===== config.mk =====
export PLATFORM = sky130hd
export DESIGN_NAME = qte_sqrt_cell
export DESIGN_NICKNAME = d
export VERILOG_FILES = /design/src/design/quaternion_to_euler_pose_unit_defines.svh /design/src/design/qte_pkg.sv /design/src/design/qte_sqrt_cell.sv
export SDC_FILE = /design/constraint.sdc
export NUM_CORES = 1
export LEC_CHECK = 0
export BUFFER_PORTS_ARGS = -buffer_cell sky130_fd_sc_hd__buf_2
export CORE_MARGIN = 1
export CORE_UTILIZATION = 38
export DETAILED_ROUTE_END_ITERATION = 8
export PLACE_DENSITY = 0.74
export SLEW_MARGIN = 20
export SYNTH_ARGS = -nofsm -noshare
export SYNTH_HDL_FRONTEND = slang
export SYNTH_SLANG_ARGS = --single-unit
export TNS_END_PERCENT = 1

===== constraint.sdc =====
create_clock -name clk -period 4.6 [get_ports clk]
set_clock_uncertainty 0.1 [all_clocks]
set_input_delay 0.23 -clock clk [delete_from_list [all_inputs] [get_ports clk]]
set_output_delay 0.23 -clock clk [all_outputs]
set_load 0.01 [all_outputs]

===== src/design/quaternion_to_euler_pose_unit_defines.svh =====
// ----------------------------------------------------------------------------
// quaternion_to_euler_pose_unit_defines
// assertion helpers for the quaternion to euler pose unit
// ----------------------------------------------------------------------------
`ifndef QUATERNION_TO_EULER_POSE_UNIT_DEFINES_SVH
`define QUATERNION_TO_EULER_POSE_UNIT_DEFINES_SVH

// same-cycle implication, needs clk and rst_n in scope
`define QTE_ASSERT_SAME(lbl, ante, cons) \
  lbl: assert property (@(posedge clk) disable iff (!rst_n) (ante) |-> (cons)) \
    else $error("pose unit check failed");

// next-cycle implication, needs clk and rst_n in scope
`define QTE_ASSERT_NEXT(lbl, ante, cons) \
  lbl: assert property (@(posedge clk) disable iff (!rst_n) (ante) |=> (cons)) \
    else $error("pose unit check failed");

`endif


===== src/design/qte_pkg.sv =====
// ----------------------------------------------------------------------------
// qte_pkg
// shared types, constants and angle table of the quaternion to euler pose unit
// ----------------------------------------------------------------------------
package qte_pkg;

  localparam int XW  = 38;  // cordic x/y width
  localparam int ZW  = 29;  // cordic angle width, radians * 2^24
  localparam int SQW = 58;  // square root working width

  localparam logic signed [ZW-1:0] ANG_PI    = 29'sd52707179;
  localparam logic signed [ZW-1:0] ROLL_LIM  = 29'sd25736;
  localparam logic signed [ZW-1:0] PITCH_LIM = 29'sd12868;
  localparam logic signed [49:0]   YAW_LIM   = 50'sd11520;
  localparam logic signed [20:0]   DEG_MUL   = 21'sd938735;
  localparam logic signed [24:0]   OFS_X     = 25'sd360448;
  localparam logic signed [24:0]   OFS_Y     = 25'sd32768;
  localparam logic signed [24:0]   POS_MAX   = 25'sd8388607;
  localparam logic signed [24:0]   POS_MIN   = -25'sd8388608;

  typedef enum logic [1:0] {
    REG_SIM_MODE   = 2'd0,
    REG_FIELD_SIDE = 2'd1
  } cfg_reg_t;

  // one vector in flight through the rotation chain
  typedef struct packed {
    logic                 zero;
    logic signed [XW-1:0] x;
    logic signed [XW-1:0] y;
    logic signed [ZW-1:0] z;
  } cvec_t;

  // partial remainder and root of the square root chain
  typedef struct packed {
    logic [SQW-1:0] v;
    logic [SQW-1:0] r;
  } sqrt_t;

  // rounded atan(2^-i) in radians * 2^24
  function automatic logic signed [ZW-1:0] atan_val(input int i);
    logic signed [ZW-1:0] a;
    case (i)
      0:  a = 29'sd13176795;
      1:  a = 29'sd7778716;
      2:  a = 29'sd4110060;
      3:  a = 29'sd2086331;
      4:  a = 29'sd1047214;
      5:  a = 29'sd524117;
      6:  a = 29'sd262123;
      7:  a = 29'sd131069;
      8:  a = 29'sd65536;
      9:  a = 29'sd32768;
      10: a = 29'sd16384;
      11: a = 29'sd8192;
      12: a = 29'sd4096;
      13: a = 29'sd2048;
      14: a = 29'sd1024;
      15: a = 29'sd512;
      16: a = 29'sd256;
      17: a = 29'sd128;
      18: a = 29'sd64;
      19: a = 29'sd32;
      20: a = 29'sd16;
      21: a = 29'sd8;
      22: a = 29'sd4;
      23: a = 29'sd2;
      24: a = 29'sd1;
      default: a = '0;
    endcase
    return a;
  endfunction

  // zero test and half-turn pre-rotation into the right half plane
  function automatic cvec_t pre_rot(input logic signed [XW-1:0] y,
                                    input logic signed [XW-1:0] x);
    cvec_t v;
    v.zero = (x == '0) && (y == '0);
    if (x < 0) begin
      v.x = -x;
      v.y = -y;
      v.z = (y >= 0) ? ANG_PI : -ANG_PI;
    end else begin
      v.x = x;
      v.y = y;
      v.z = '0;
    end
    return v;
  endfunction

endpackage


===== src/design/qte_sqrt_cell.sv =====
// ----------------------------------------------------------------------------
// qte_sqrt_cell
// one registered step of the bit-pair integer square root
// ----------------------------------------------------------------------------
module qte_sqrt_cell import qte_pkg::*; #(
  parameter int K = 0
) (
  input  logic  clk,
  input  sqrt_t in_s,
  output sqrt_t out_s
);

  localparam logic [SQW-1:0] BIT = SQW'(1) << (2 * K);

  sqrt_t          s_nxt;
  sqrt_t          s_r;
  logic [SQW-1:0] trial;

  // try to take the next root bit
  always_comb begin
    trial = in_s.r + BIT;
    if (in_s.v >= trial) begin
      s_nxt.v = in_s.v - trial;
      s_nxt.r = (in_s.r >> 1) + BIT;
    end else begin
      s_nxt.v = in_s.v;
      s_nxt.r = in_s.r >> 1;
    end
  end

  always_ff @(posedge clk) begin
    s_r <= s_nxt;
  end

  assign out_s = s_r;

endmodule


==> results.toml <==
[placed_design]
place_inst = 1962
portBuffers = 232
dp_hpwl_mm = 30.97
place_area_sq_um = 12560
routabilityCongestion = 1.038

[timing]
tightest_slew_ns = 0.6772
slew_violations = 0
min_period_ns = 4.457
relSlewSlack = 0.5450
setup_viol = 0
post-route-period-util = 0.9689
fmax_mhz = 224.4
hold_viol_final = 0
rsz0062_at_grt = "yes"

[clocking]
cts_tree = "built"
cts_root_buffer = "clkbuf_16"
clk_pin_slew_ns = 0.06
cts_sinks = 116
clock_path_buffers = 2
cts_buffers = 17
htree_levels = 4

[logic_synthesis]
ys_ff_latch = 116
synthXorXnorAreaFrac = 0.1540
syn_nets = 1367
synth_top_family_by_area = "simple AND/OR/NAND/NOR gates"
yosysWarningCount = 0
syn-instance-count = 1189
synthMuxAreaShare = 0.003597
yosysSeqAreaShare = 0.2567
synth_top_area_share = 0.2567
postSynthAreaPerCell_sq_um = 7.607
synth_fa_ha_area_frac = 0.08521
synth.distinct_cells = 76
synth_top_area_cell = "dfxtp_1"
synth_flop_cell = "dfxtp_1"
synth_compound_area_frac = 0.1870
synthTopCellsByArea = "dfxtp_1 26%, ha_1 8.3%, xor2_1 8.1%"
yosys.area_share.simple = 0.2668
syn_area_sq_um = 9045
synth-edff-count = 0
ys_async_sr_fraction = 0

[hold_path]
hold_path_class = "in -> reg"

[worst_setup_path]
crit_arrival_ns = 4.71
critPathKind = "in -> reg"
endpoint_kind = "flop"
start_kind = "input pin"
cp_data_required_time_ns = 4.85
critPathMaxFanout = 8

[finish]
num-fill-cells = 2151
final_area_sq_um = 13920
nNetsFinal = 1905
final_cells = 2059
largest_reg_flops = 116
drive_gt1_frac = 0.3506
ff_latch_area_sq_um = 2322
layout_common_cells = "284 x buf_4, 232 x buf_2, 124 x nand2_1"
syn_to_final_growth_pct = 53.92
multi_input_area_sq_um = 6440
antenna_cells = 0
layout_commonest_cell = "buf_4"

[floorplanning]
dieArea_sq_um = 24420
io_pins = 233
design.core.area_sq_um = 23400
initial_utilization = 0.3865
die_h_microns = 156.3
fp.dieW_microns = 156.3
rows = 56

[routing]
drcViolationCount = 0
wirelength_mm = 38.42
first_pass_iters = 5
vias = 11120
drtIter0Drc = 1036
avgRoutedWirePerCell_microns = 18.66
postRouteAntennaNets = 0
via_per_inst = 5.402

[power_and_ir_drop]
pwr-share-comb = 0.361
ir_drop_uv = 217.8
powerDensity_nw_per_um2 = 285.4
p_switching_mw = 1.338
total_power_mw = 3.973
seq_power_share = 0.294
sw_frac_of_total = 0.3368
cellLeakagePower_nw = 6.288
cellInternalPower_mw = 2.635
p_clk_frac = 0.345

[status]
status = "completed"

[global_routing]
grt_max_degree = 27
grt_pass1_vias = 10750
grt_overflow_total = 0
antenna_found_initial = 0
grt_pass1_wl_mm = 57.70
groute.usage.overall = 0.3119

[run]
maxCapViolCount = 0
-- layer usage --
| metal | vias up | track usage | part of all wire |
|---|---|---|---|
| met5 | - | 0 | 0 |
| li1 | 5304 | - | - |
| met4 | 0 | 0.1349 | 0.040 |
| met3 | 96 | 0.05677 | 0.088 |
| met2 | 593 | 0.5276 | 0.46 |
| met1 | 5130 | 0.3860 | 0.41 |
-- what timing repair did --
action	in CTS	in global routing
gates cloned	0	0
pin swaps	0	6
endpoints found under the hold margin	62	0
endpoints found under the setup margin	5	115
setup buffers	0	3
hold buffers	62	0
resized for setup	1	26
-- area by class of cell --
type	instances	area share
clock inverters	11	0.009167
inverters	29	0.007819
multi-input cells	978	0.4626
clock buffers	21	0.03379
repair buffers	585	0.2912
well taps	319	0.02867
flip-flops and latches	116	0.1668
-- worst paths after layout --
path	from	end	slack, ns	depth (start not counted)
worst max-delay path	in_s[38]	out_s[41]	0.14	16
worst min-delay path	in_s[51]	out_s[50]	0.004	2
-- stage by stage --
step                setup WS, ns  setup TNS, ns  utilization  hold WS (ns)
finish                    0.1429              0       0.5949      0.003734
global route            -0.04731        -0.3269       0.5949       0.01226
CTS                      0.05102              0       0.5891      0.001200
detailed placement       -0.4493         -35.22       0.5369        0.3653
global placement         -0.3619         -26.75       0.5369        0.3652
floorplan               0.006362              0            -        0.2267
-- logic make-up after synthesis --
family / after synthesis
fa+ha+maj: 61
buf+inv: 95
compound gates: 276
flops: 116
simple gates: 479
xor+xnor: 159
mux: 3
-- worst max-delay path: stages --
cell           delay (ns)
dlygate4sd3_1        0.52
buf_2                0.19
nand2_1              0.13
or3_1                0.45
or4_1                0.56
or4_1                0.43
xor2_1               0.17
ha_1                 0.33
nand4_1              0.13
or4_4                0.54
a21oi_4              0.22
o2111ai_1            0.16
buf_4                0.23
buf_12               0.13
nor2_1               0.13
xor2_1               0.16
-- cells in the mapped netlist, types with 3 or more instances --
master / number
xnor2_1: 75
or2_2: 7
nand4_1: 49
or4_1: 6
inv_1: 29
o211a_1: 3
buf_2: 23
nor4_1: 11
nor2b_1: 8
buf_4: 7
nor4_2: 5
a21oi_1: 116
o21ai_0: 56
o21bai_1: 13
a211oi_1: 7
nand2_1: 125
xor2_1: 84
nor3_2: 4
o21ba_2: 3
o31ai_1: 3
nor3_1: 41
o211ai_1: 8
and4_1: 5
o2111ai_1: 4
or3_1: 14
nand3_1: 32
dfxtp_1: 116
o21ai_1: 3
a21o_1: 23
o21a_1: 8
nor2_1: 125
a31oi_1: 6
clkbuf_1: 33
and3_1: 18
ha_1: 60
nand2b_1: 7
and2_1: 6
-- power by group through the flow --
stage	clock network [mW]	logic (mW)	registers (mW)
final	1.37	1.43	1.17
after global routing	1.42	1.55	1.18
after CTS	1.38	1.40	1.17
after detailed placement	0	1.35	1.19
after global placement	0	1.34	1.19
after floorplan	0	0.626	1.25
No activity file was read; power rests on OpenSTA's default activity.
