[src/design/quaternion_to_euler_pose_unit_defines.svh]
// ----------------------------------------------------------------------------
// quaternion_to_euler_pose_unit_defines
// assertion helpers for the quaternion to euler pose unit
// ----------------------------------------------------------------------------
`ifndef QUATERNION_TO_EULER_POSE_UNIT_DEFINES_SVH
`define QUATERNION_TO_EULER_POSE_UNIT_DEFINES_SVH

// same-cycle implication, needs clk and rst_n in scope
`define QTE_ASSERT_SAME(lbl, ante, cons) \
  lbl: assert property (@(posedge clk) disable iff (!rst_n) (ante) |-> (cons)) \
    else $error("pose unit check failed");

// next-cycle implication, needs clk and rst_n in scope
`define QTE_ASSERT_NEXT(lbl, ante, cons) \
  lbl: assert property (@(posedge clk) disable iff (!rst_n) (ante) |=> (cons)) \
    else $error("pose unit check failed");

`endif

[src/design/qte_pkg.sv]
// ----------------------------------------------------------------------------
// qte_pkg
// shared types, constants and angle table of the quaternion to euler pose unit
// ----------------------------------------------------------------------------
package qte_pkg;

  localparam int XW  = 38;  // cordic x/y width
  localparam int ZW  = 29;  // cordic angle width, radians * 2^24
  localparam int SQW = 58;  // square root working width

  localparam logic signed [ZW-1:0] ANG_PI    = 29'sd52707179;
  localparam logic signed [ZW-1:0] ROLL_LIM  = 29'sd25736;
  localparam logic signed [ZW-1:0] PITCH_LIM = 29'sd12868;
  localparam logic signed [49:0]   YAW_LIM   = 50'sd11520;
  localparam logic signed [20:0]   DEG_MUL   = 21'sd938735;
  localparam logic signed [24:0]   OFS_X     = 25'sd360448;
  localparam logic signed [24:0]   OFS_Y     = 25'sd32768;
  localparam logic signed [24:0]   POS_MAX   = 25'sd8388607;
  localparam logic signed [24:0]   POS_MIN   = -25'sd8388608;

  typedef enum logic [1:0] {
    REG_SIM_MODE   = 2'd0,
    REG_FIELD_SIDE = 2'd1
  } cfg_reg_t;

  // one vector in flight through the rotation chain
  typedef struct packed {
    logic                 zero;
    logic signed [XW-1:0] x;
    logic signed [XW-1:0] y;
    logic signed [ZW-1:0] z;
  } cvec_t;

  // partial remainder and root of the square root chain
  typedef struct packed {
    logic [SQW-1:0] v;
    logic [SQW-1:0] r;
  } sqrt_t;

  // rounded atan(2^-i) in radians * 2^24
  function automatic logic signed [ZW-1:0] atan_val(input int i);
    logic signed [ZW-1:0] a;
    case (i)
      0:  a = 29'sd13176795;
      1:  a = 29'sd7778716;
      2:  a = 29'sd4110060;
      3:  a = 29'sd2086331;
      4:  a = 29'sd1047214;
      5:  a = 29'sd524117;
      6:  a = 29'sd262123;
      7:  a = 29'sd131069;
      8:  a = 29'sd65536;
      9:  a = 29'sd32768;
      10: a = 29'sd16384;
      11: a = 29'sd8192;
      12: a = 29'sd4096;
      13: a = 29'sd2048;
      14: a = 29'sd1024;
      15: a = 29'sd512;
      16: a = 29'sd256;
      17: a = 29'sd128;
      18: a = 29'sd64;
      19: a = 29'sd32;
      20: a = 29'sd16;
      21: a = 29'sd8;
      22: a = 29'sd4;
      23: a = 29'sd2;
      24: a = 29'sd1;
      default: a = '0;
    endcase
    return a;
  endfunction

  // zero test and half-turn pre-rotation into the right half plane
  function automatic cvec_t pre_rot(input logic signed [XW-1:0] y,
                                    input logic signed [XW-1:0] x);
    cvec_t v;
    v.zero = (x == '0) && (y == '0);
    if (x < 0) begin
      v.x = -x;
      v.y = -y;
      v.z = (y >= 0) ? ANG_PI : -ANG_PI;
    end else begin
      v.x = x;
      v.y = y;
      v.z = '0;
    end
    return v;
  endfunction

endpackage

[src/design/qte_cordic_cell.sv]
// ----------------------------------------------------------------------------
// qte_cordic_cell
// one registered vectoring rotation of the atan2 chain
// ----------------------------------------------------------------------------
module qte_cordic_cell import qte_pkg::*; #(
  parameter int I = 0
) (
  input  logic  clk,
  input  cvec_t in_v,
  output cvec_t out_v
);

  localparam logic signed [ZW-1:0] ANG = atan_val(I);

  cvec_t                v_nxt;
  cvec_t                v_r;
  logic signed [XW-1:0] xs;
  logic signed [XW-1:0] ys;

  // rotate toward the x axis
  always_comb begin
    xs         = in_v.x >>> I;
    ys         = in_v.y >>> I;
    v_nxt.zero = in_v.zero;
    if (in_v.y >= 0) begin
      v_nxt.x = in_v.x + ys;
      v_nxt.y = in_v.y - xs;
      v_nxt.z = in_v.z + ANG;
    end else begin
      v_nxt.x = in_v.x - ys;
      v_nxt.y = in_v.y + xs;
      v_nxt.z = in_v.z - ANG;
    end
  end

  always_ff @(posedge clk) begin
    v_r <= v_nxt;
  end

  assign out_v = v_r;

endmodule
[config.mk]
export PLATFORM = sky130hd
export DESIGN_NAME = qte_cordic_cell
export DESIGN_NICKNAME = d
export VERILOG_FILES = /design/src/design/quaternion_to_euler_pose_unit_defines.svh /design/src/design/qte_pkg.sv /design/src/design/qte_cordic_cell.sv
export SDC_FILE = /design/constraint.sdc
export NUM_CORES = 1
export LEC_CHECK = 0
export BUFFER_PORTS_ARGS = -buffer_cell sky130_fd_sc_hd__buf_4
export CAP_MARGIN = 25
export CORE_MARGIN = 2
export CORE_UTILIZATION = 57
export CTS_CLUSTER_DIAMETER = 30
export DETAILED_ROUTE_END_ITERATION = 12
export HOLD_SLACK_MARGIN = 0.15
export PLACE_DENSITY = 0.88
export SLEW_MARGIN = 20
export SYNTH_ARGS = -nofsm -noshare
export SYNTH_HDL_FRONTEND = slang
export SYNTH_SLANG_ARGS = --single-unit
[constraint.sdc]
create_clock -name clk -period 4.85 [get_ports clk]
set_input_delay 0.7275 -clock clk [delete_from_list [all_inputs] [get_ports clk]]
set_output_delay 0.7275 -clock clk [all_outputs]
set_load 0.02 [all_outputs]
==> results_dict.tcl <==
set metrics [dict create \
    drt_wl_total_um 34500 \
    track_usage 0.339 \
    synth_nets 1619 \
    grt_max_degree 81 \
    critPathCaptureType "register" \
    antenna_found_initial 0 \
    synth-simple-area-share 0.161 \
    antenna_cells 0 \
    via_per_inst 6.23 \
    period_minus_slack_ns 3.61 \
    port_buffers 212 \
    path_class "input pin to register" \
    first_global_vias 10500 \
    power_leakage_nw 5.81 \
    worstSetupStartpointType "input pin" \
    die-area_um2 19500 \
    yosysWarnings 0 \
    grt_overflow 0 \
    muxShareOfSynthArea 0.0240 \
    syn_area_per_cell_um2 7.56 \
    critical_path.max_stage_delay_ns 0.76 \
    critPathRequiredTime_ns 5.14 \
    final_cells 1783 \
    syn_to_final_growth_pct 18.8 \
    synth_fa_ha_area_frac 0.154 \
    worst_ep_arrival_time_ns 3.90 \
    wl_per_cell_um 19.3 \
    ir_worst_vdd_v 0.000218 \
    core_area_um2 18000 \
    finalPower_mw 3.71 \
    synthFlopType "dfxtp_1" \
    synth-seq-area-share 0.201 \
    netlist_instances 1385 \
    setup_viol 0 \
    dp.cells 1767 \
    synth_area_um2 10500 \
    power.density_nw_per_um2 298 \
    max_freq_mhz 277 \
    relSlewSlack 0.426 \
    finalCritPeriodShare 0.744 \
    drive_gt1_frac 0.178 \
    die_w_um 140 \
    ys_types 80 \
    fin_setup_tns_ns 0 \
    cts-root-buf "clkbuf_16" \
    first_iter_violations 1149 \
    wl_met1_um 13600 \
    cts_hold_buf 0 \
    slew_viol_final 0 \
    io_pins 213 \
    clockBufferDepth 2 \
    tightest_slew_ns 0.855 \
    synth_xor_area_frac 0.0862 \
    cts_setup_buffers 0 \
    finalHoldViolCount 0 \
    final_net_count 1783 \
    drc 0 \
    top_layer "met4" \
    async_flop_share 0 \
    max_cap_viol_count 0 \
    dieHeight_um 140 \
    path_cells "buf_4 > inv_1 > ha_1 > inv_1 > o221ai_1 > a31o_2 > o31a_1 > nand2_1 > a211oi_1 > a211oi_1 > a31oi_1 > xnor2_1" \
    worstPathMaxFanout 6 \
    htree_levels 3 \
    synth_edf_count 0 \
    cts-buffers-inserted 9 \
    synth-compound-area-share 0.302 \
    dr_wl_met2_um 16300 \
    vias 11100 \
    drt_first_pass_iters 6 \
    rows 49 \
    largest_reg_flops 105 \
    synth_top_family_by_area "compound AO/OA/AOI/OAI gates" \
    cp_slowest_cell "a211oi_1" \
    cts_resized 0 \
    cts_tree "done" \
    wl_met3_um 3360 \
    path_clk_slew_ns 0.07 \
    place_hpwl_um 27300 \
    rsz0062_at_grt "no" \
    drtAntennaViolNets 0 \
    grt_pass1_wl_um 54000 \
    ys_ff_latch 105 \
    start_util 0.583 \
    gp_congestion 0.978 \
    cts.sinks 105 \
    status "complete, no violations" \
    hold_class "input pin to register" \
]
==> cells by family (layout without fill, tap and decap cells) <==
group,Yosys count,count (layout)
AO/OA/AOI/OAI,472,472
XOR/XNOR,103,103
adder cells (fa/ha/maj),127,127
buffers and inverters,195,364
flip-flops,105,105
multiplexers,25,25
AND/OR/NAND/NOR,358,358
==> layout make-up <==
class / count / area [µm²]
Clock inverter: 5 / 61.3
Inverter: 126 / 473
Timing Repair Buffer: 222 / 1670
Sequential cell: 105 / 2100
Tap cell: 229 / 287
Clock buffer: 11 / 243
Multi-Input combinational cell: 1085 / 7600
Fill cell: 1566 / 5530
==> metrics by stage <==
step	cell area, µm²	hold slack (ns)	utilization	worst slack (ns)
2_1_floorplan	10500	0.755	-	0.359
3_3_place_gp	12100	0.832	0.675	1.01
3_5_place_dp	12100	0.833	0.675	0.924
4_1_cts	12400	0.459	0.692	1.28
5_1_grt	12400	0.463	0.692	0.986
6_report	12400	0.464	0.692	1.24
==> metal layers <==
metal | GRT usage | up-vias
li1 | - | 5233
met1 | 0.431 | 5098
met2 | 0.579 | 691
met3 | 0.0516 | 93
met4 | 0.131 | 0
met5 | 0 | -
==> power breakdown <==
group / leakage (nW) / switching, mW / total [mW] / internal [mW]
clock: 0.151 / 0.370 / 0.789 / 0.420
combinational: 4.78 / 1.07 / 1.79 / 0.717
sequential: 0.886 / 0.0702 / 1.13 / 1.06
total: 5.81 / 1.51 / 3.71 / 2.20
==> path summary, 6_finish.rpt <==
check,from,to,slack (ns),depth (start not counted)
max,in_v[31],out_v[64]$_DFF_P_,1.24,12
min,in_v[105],out_v[105]$_DFF_P_,0.46,1
==> cells in the final DEF (no fill, tap or decap), types with 21 or more instances in the layout <==
master,netlist,final
mux2i_1,24,24
nor2_1,126,126
nor3_1,36,36
xnor2_1,82,82
nand2_1,75,75
dfxtp_1,105,105
a21o_1,40,40
o21ai_0,76,76
buf_4,5,222
o21bai_1,29,29
xor2_1,21,21
nand3_1,26,26
ha_1,124,124
a21oi_1,156,156
inv_1,120,120
==> synth_stat cells (all sizes together), types with 13 or more instances <==
cell,number,area (µm²)
buf,28,134
nand4,17,106
nor3,36,180
dfxtp,105,2100
o211ai,14,105
nand3,26,130
nor2b,15,93.8
or2,14,90.1
clkbuf,41,155
inv,121,454
xnor2,82,718
o31ai,13,116
nand2,75,282
a21o,40,300
ha,124,1550
o21bai,29,218
xor2,21,184
a21oi,156,781
a31oi,17,106
mux2i,24,240
nor2,127,479
o21ai,78,390
a211oi,20,155
==> worst max-delay path: cells and delay by family <==
family / cells / cell delay (ns)
AOI/OAI and AO/OA: 6 / 2.12
adders and majority gates: 1 / 0.39
buffers and inverters: 3 / 0.31
and+or+nand+nor: 1 / 0.22
xor gates and xnor gates: 1 / 0.14
Note: power is estimated with default switching activity, not from simulation.
